[src/hw/rtl/aabb_pkg.sv]
// Shared types and constants for the bounding box transform block.
// No dependencies; imported by the lane, the merge, the top level and the testbench.
`default_nettype none

package aabb_pkg;

    localparam int NUM_ROWS = 3;
    localparam int NUM_COLS = 3;

    localparam logic FUNC_LOAD = 1'b0;
    localparam logic FUNC_BOX  = 1'b1;

    typedef struct packed {
        logic adv1;
        logic adv2;
    } pipe_ctl_t;

endpackage

`default_nettype wire

[src/hw/rtl/aabb_if.sv]
// Request and response channel interfaces with valid/ready handshake.
// No dependencies; used by the top level and its environment.
`default_nettype none


interface aabb_rsp_if #(
    parameter int W = 32
);
    logic                valid;
    logic                ready;
    logic signed [W-1:0] out_min_x;
    logic signed [W-1:0] out_min_y;
    logic signed [W-1:0] out_min_z;
    logic signed [W-1:0] out_max_x;
    logic signed [W-1:0] out_max_y;
    logic signed [W-1:0] out_max_z;
    logic                saturated;

    modport source (
        output valid, out_min_x, out_min_y, out_min_z,
               out_max_x, out_max_y, out_max_z, saturated,
        input  ready
    );

    modport sink (
        input  valid, out_min_x, out_min_y, out_min_z,
               out_max_x, out_max_y, out_max_z, saturated,
        output ready
    );
endinterface

`default_nettype wire

[src/hw/rtl/aabb_merge.sv]
// Merge stage: rescale and saturate the lane sums, gather the flag, hold the response.
// Depends on aabb_pkg and aabb_rsp_if.
`default_nettype none

module aabb_merge
    import aabb_pkg::*;
#(
    parameter int W = 32,
    parameter int F = 16
) (
    input  wire logic                 clk,
    input  wire logic                 rst_n,
    input  wire logic                 in_valid,
    input  wire logic signed [2*W+1:0] acc_min [NUM_ROWS],
    input  wire logic signed [2*W+1:0] acc_max [NUM_ROWS],
    output logic                      adv,
    aabb_rsp_if.source                rsp
);

    localparam int AW = 2 * W + 2;

    logic                valid_reg;
    logic signed [W-1:0] min_reg [NUM_ROWS];
    logic signed [W-1:0] max_reg [NUM_ROWS];
    logic                sat_reg;
    logic [W:0]          fin_min [NUM_ROWS];
    logic [W:0]          fin_max [NUM_ROWS];
    logic                sat_next;

    function automatic logic [W:0] finish(input logic signed [AW-1:0] a);
        logic signed [AW-1:0] s;
        logic [W:0]           r;
        s = a >>> F;
        if (s[AW-1:W-1] == {(AW-W+1){s[AW-1]}})
            r = {1'b0, s[W-1:0]};
        else if (s[AW-1])
            r = {1'b1, 1'b1, {(W-1){1'b0}}};
        else
            r = {1'b1, 1'b0, {(W-1){1'b1}}};
        return r;
    endfunction

    always_comb
    begin
        sat_next = 1'b0;
        for (int r = 0; r < NUM_ROWS; r++)
        begin
            fin_min[r] = finish(acc_min[r]);
            fin_max[r] = finish(acc_max[r]);
            sat_next   = sat_next | fin_min[r][W] | fin_max[r][W];
        end
    end

    assign adv = !valid_reg || rsp.ready;

    always_ff @(posedge clk or negedge rst_n)
    begin
        if (!rst_n)
            valid_reg <= 1'b0;
        else if (adv)
            valid_reg <= in_valid;
    end

    always_ff @(posedge clk)
    begin
        if (adv)
        begin
            for (int r = 0; r < NUM_ROWS; r++)
            begin
                min_reg[r] <= fin_min[r][W-1:0];
                max_reg[r] <= fin_max[r][W-1:0];
            end
            sat_reg <= sat_next;
        end
    end

    assign rsp.valid     = valid_reg;
    assign rsp.out_min_x = min_reg[0];
    assign rsp.out_min_y = min_reg[1];
    assign rsp.out_min_z = min_reg[2];
    assign rsp.out_max_x = max_reg[0];
    assign rsp.out_max_y = max_reg[1];
    assign rsp.out_max_z = max_reg[2];
    assign rsp.saturated = sat_reg;

endmodule

`default_nettype wire

[src/flat_wrapper.sv]
// flat-port wrapper written by rule: the top's interface ports become plain ports
module aabb_merge_flat import aabb_pkg::*;
#(
    parameter int W = 32,
    parameter int F = 16
)
  (clk, rst_n, in_valid, acc_min, acc_max, adv, rsp_valid, rsp_out_min_x, rsp_out_min_y, rsp_out_min_z, rsp_out_max_x, rsp_out_max_y, rsp_out_max_z, rsp_saturated, rsp_ready);
  aabb_rsp_if #(.W(W)) rsp_i ();
  input  wire logic clk;
  input  wire logic rst_n;
  input  wire logic in_valid;
  input  wire logic signed [2*W+1:0] acc_min[NUM_ROWS];
  input  wire logic signed [2*W+1:0] acc_max[NUM_ROWS];
  output logic adv;
  output wire logic [$bits(rsp_i.valid)-1:0] rsp_valid;
  output wire logic [$bits(rsp_i.out_min_x)-1:0] rsp_out_min_x;
  output wire logic [$bits(rsp_i.out_min_y)-1:0] rsp_out_min_y;
  output wire logic [$bits(rsp_i.out_min_z)-1:0] rsp_out_min_z;
  output wire logic [$bits(rsp_i.out_max_x)-1:0] rsp_out_max_x;
  output wire logic [$bits(rsp_i.out_max_y)-1:0] rsp_out_max_y;
  output wire logic [$bits(rsp_i.out_max_z)-1:0] rsp_out_max_z;
  output wire logic [$bits(rsp_i.saturated)-1:0] rsp_saturated;
  input wire logic [$bits(rsp_i.ready)-1:0] rsp_ready;
  assign rsp_valid = rsp_i.valid;
  assign rsp_out_min_x = rsp_i.out_min_x;
  assign rsp_out_min_y = rsp_i.out_min_y;
  assign rsp_out_min_z = rsp_i.out_min_z;
  assign rsp_out_max_x = rsp_i.out_max_x;
  assign rsp_out_max_y = rsp_i.out_max_y;
  assign rsp_out_max_z = rsp_i.out_max_z;
  assign rsp_saturated = rsp_i.saturated;
  assign rsp_i.ready = rsp_ready;
  aabb_merge #(.W(W), .F(F)) u_core (.clk(clk), .rst_n(rst_n), .in_valid(in_valid), .acc_min(acc_min), .acc_max(acc_max), .adv(adv), .rsp(rsp_i));
endmodule
[config.mk]
export PLATFORM = sky130hd
export DESIGN_NAME = aabb_merge_flat
export DESIGN_NICKNAME = d
export VERILOG_FILES = /design/src/hw/rtl/aabb_pkg.sv /design/src/hw/rtl/aabb_if.sv /design/src/hw/rtl/aabb_merge.sv /design/src/flat_wrapper.sv
export SDC_FILE = /design/constraint.sdc
export NUM_CORES = 1
export LEC_CHECK = 0
export BUFFER_PORTS_ARGS = -buffer_cell sky130_fd_sc_hd__buf_2
export CAP_MARGIN = 20
export CORE_AREA = 3 3 232 234
export CTS_CLUSTER_DIAMETER = 50
export DETAILED_ROUTE_END_ITERATION = 12
export DIE_AREA = 0 0 235 237
export PLACE_DENSITY = 0.45
export SLEW_MARGIN = 25
export SYNTH_ARGS = -nofsm -noshare
export SYNTH_HDL_FRONTEND = slang
export SYNTH_SLANG_ARGS = --single-unit
[constraint.sdc]
create_clock -name clk -period 13.2 [get_ports clk]
set_input_delay 2.64 -clock clk [delete_from_list [all_inputs] [get_ports clk]]
set_output_delay 2.64 -clock clk [all_outputs]
set_load 0.01 [all_outputs]
==> results.md <==
- Outcome: complete, no violations
- Critical Path RT: 10.56 ns
- WL per Instance: 15.4 microns
- Clk buf depth: 2
- H-tree depth: 4
- PD cells: between 100 and 150 nW/um^2
- Hold buffers post-CTS: 0
- Die area: around 56000 sq um
- Layout cells sized above 1: 0.487
- Critical Path End Type: output port
- TritonCTS buffer count: 17
- Slew headroom: 0.364
- Vias in the first global route: 7083
- Die extent in x: 235 microns
- Hold WC Path Type: reg -> reg
- Fmax: about 0.17 GHz
- P&R area growth vs syn: 44.3%
- Synth area leader: edfxtp_1
- Yosys cell types: 24
- Root buffer cell: clkbuf_16
- Post-CTS resize count: 0
- Initial Util: 0.163
- CP delay by family, top: buffers and inverters
- Vias per cell: roughly 3.7
- Routability cong.: a little under 0.9
- Initial antenna violation count: 2
- DRT Wirelength: a little under 30000 microns
- First-pass GRT wire length: roughly 43000 microns
- Pin count of the biggest net entering global routing: just over 70
- Initial drt markers: 308
- Clock slew at reported path FFs: about 0.08 ns
- Worst Path Max Fanout: 19
- Minimum clock period: 5.88 ns
- NumNets Final: about 1600
- Via Count: about 7100
- Fillcell total: 5681
- GRT met1 Usage: 0.119
- Total gr overflow: 0
- Clk_lat worst skew: 0.48 ns
- Critical-path cell list: buf_2, nand2b_4, buf_2
- Max-slew violation count: 0
- CP most frequent cell: buf_2
- Final Hold Violating Endpoints: 0
- Met2 Use GR: 0.168
- FF+latch area: slightly below 6000 sq um
- Postcts setup bufs: 0
- WP data arrival: between 3 and 4 ns
- Syn nets: 1115
- Slowest stage cell, crit path: nand2b_4
- Dominant cells by area after synthesis: edfxtp_1, inv_1, o21ai_0
- Cell area after synthesis: around 8500 sq um
- M3 GR Usage: 0.0426
- Remaining antenna violation count: 0
- First-pass iteration count of the detailed router: 5
- Synthesized instance count: 715
- Leak pwr: 5.65 nW
- Clk sinks: between 150 and 200
- RSZ-0062 raised after global routing: no
- Clock Skew: between 0.015 and 0.02 ns
- Final setup viols: 0
- Mapped Avg Cell Area: around 12 sq um
- Core box area: 52200 sq um
- Post-DP HPWL: 22300 microns
- Peak per-stage delay on the critical path: 0.27 ns
- Worst Path Class, Setup: in -> out
- Worst-margin pin slew: around 0.95 ns
- Max Cap Viol: 0
- Fin Hold WS: 0.828 ns
- Port bufs: 498
- Register area share after synthesis: 0.682
- FF+latch count, synth: between 150 and 200
- CTS tree: yes
- Gr busiest metal: met2
- Buf/Inv on CP: 2
- Die Span Y: 237 microns
- Yosys warning count: 0
- Startpoint Class: primary input
- Top-area cell type share of the netlist area: 0.679
- Final cycle utilization of the critical path: 0.445
- Fin Setup TNS: 0 ns
- Multi-input gate area: 1790 sq um
- Total GRT Usage: 0.103
- Residual DRC: 0
- Worst vdd ir: roughly 0.076 mV
- Cell Rows: 84
- IO Pins: 595
==> worst paths after layout <==
check / startpoint / slack [ns] / to / cells past startpoint
max in group asynchronous: rst_n / 11.20 / u_core.rsp.valid / 1
max: rsp_ready / 7.32 / adv / 3
min reg2reg: u_core.rsp.valid / 0.83 / u_core.max_reg[0][17] / 1
min: u_core.rsp.valid / 0.83 / u_core.max_reg[0][17] / 1
max reg2reg: u_core.rsp.valid / 10.69 / u_core.max_reg[0][67] / 3
min in group asynchronous: rst_n / 1.92 / u_core.rsp.valid / 1
==> where the power goes <==
| group | switching, mW | leakage (nW) | internal (mW) | total (mW) |
|---|---|---|---|---|
| clock network | 0.247 | 0.257 | 0.272 | 0.519 |
| registers | 0.0102 | 1.95 | 0.728 | 0.739 |
| logic | 0.107 | 3.44 | 0.0744 | 0.181 |
| total | 0.364 | 5.65 | 1.07 | 1.44 |
==> logic make-up (layout without fill, tap and decap cells) <==
family	count (synthesis)	count (layout)	share of synthesized area
buffers and inverters	228	725	0.117
DFF	194	194	0.682
AOI/OAI and AO/OA	192	192	0.131
and+or+nand+nor	101	101	0.0706
other	0	1	0
==> layout make-up <==
cell class              count  area share
diodes                      1    0.000203
clock buffers              22      0.0377
clock inverters            10     0.00843
inverters                 186      0.0567
multi-input cells         293       0.145
flip-flops and latches    194       0.472
well taps                 688      0.0699
repair buffers            507       0.209
==> through the flow <==
| stage | cell area (sq um) | total power, mW | setup WS (ns) | util | cells |
|---|---|---|---|---|---|
| after floorplan | 8540 | 0.835 | 3.20 | - | 715 |
| after global placement | 11700 | 0.936 | 7.30 | 0.224 | 1867 |
| after detailed placement | 11700 | 0.938 | 7.31 | 0.224 | 1867 |
| after CTS | 12300 | 1.47 | 7.31 | 0.235 | 1899 |
| after global routing | 12300 | 1.51 | 7.28 | 0.236 | 1900 |
| final | 12300 | 1.44 | 7.32 | 0.236 | 1901 |
==> cells in the final DEF, fill, tap and decap left out, types with 7 or more instances in the layout <==
cell and count:
buf_2 498, edfxtp_1 193, inv_1 186, o21ai_0 107, o21ai_2 40, o21ai_1 39
nand4_1 18, nor3_1 18, nor4_1 18, clkbuf_16 17, nand3_1 12, buf_4 8
nand2_1 7
==> metal layers <==
metal | vias up | part of all wire
met1 | 3283 | 0.41
met2 | 308 | 0.48
li1 | 3436 | -
met3 | 42 | 0.083
met5 | - | 0.00068
met4 | 2 | 0.023
==> cell usage after synthesis, drive strengths merged <==
cell    count
edfxtp    193
and3        6
nand4      18
nor3       18
dfrtp       1
nor2        1
or3         6
inv       186
o21ai     186
nand2b      8
buf        25
clkbuf     17
or4         6
nand3      12
nand2       7
o22ai       6
nor4       19
Power figures use the tool's default switching activity.
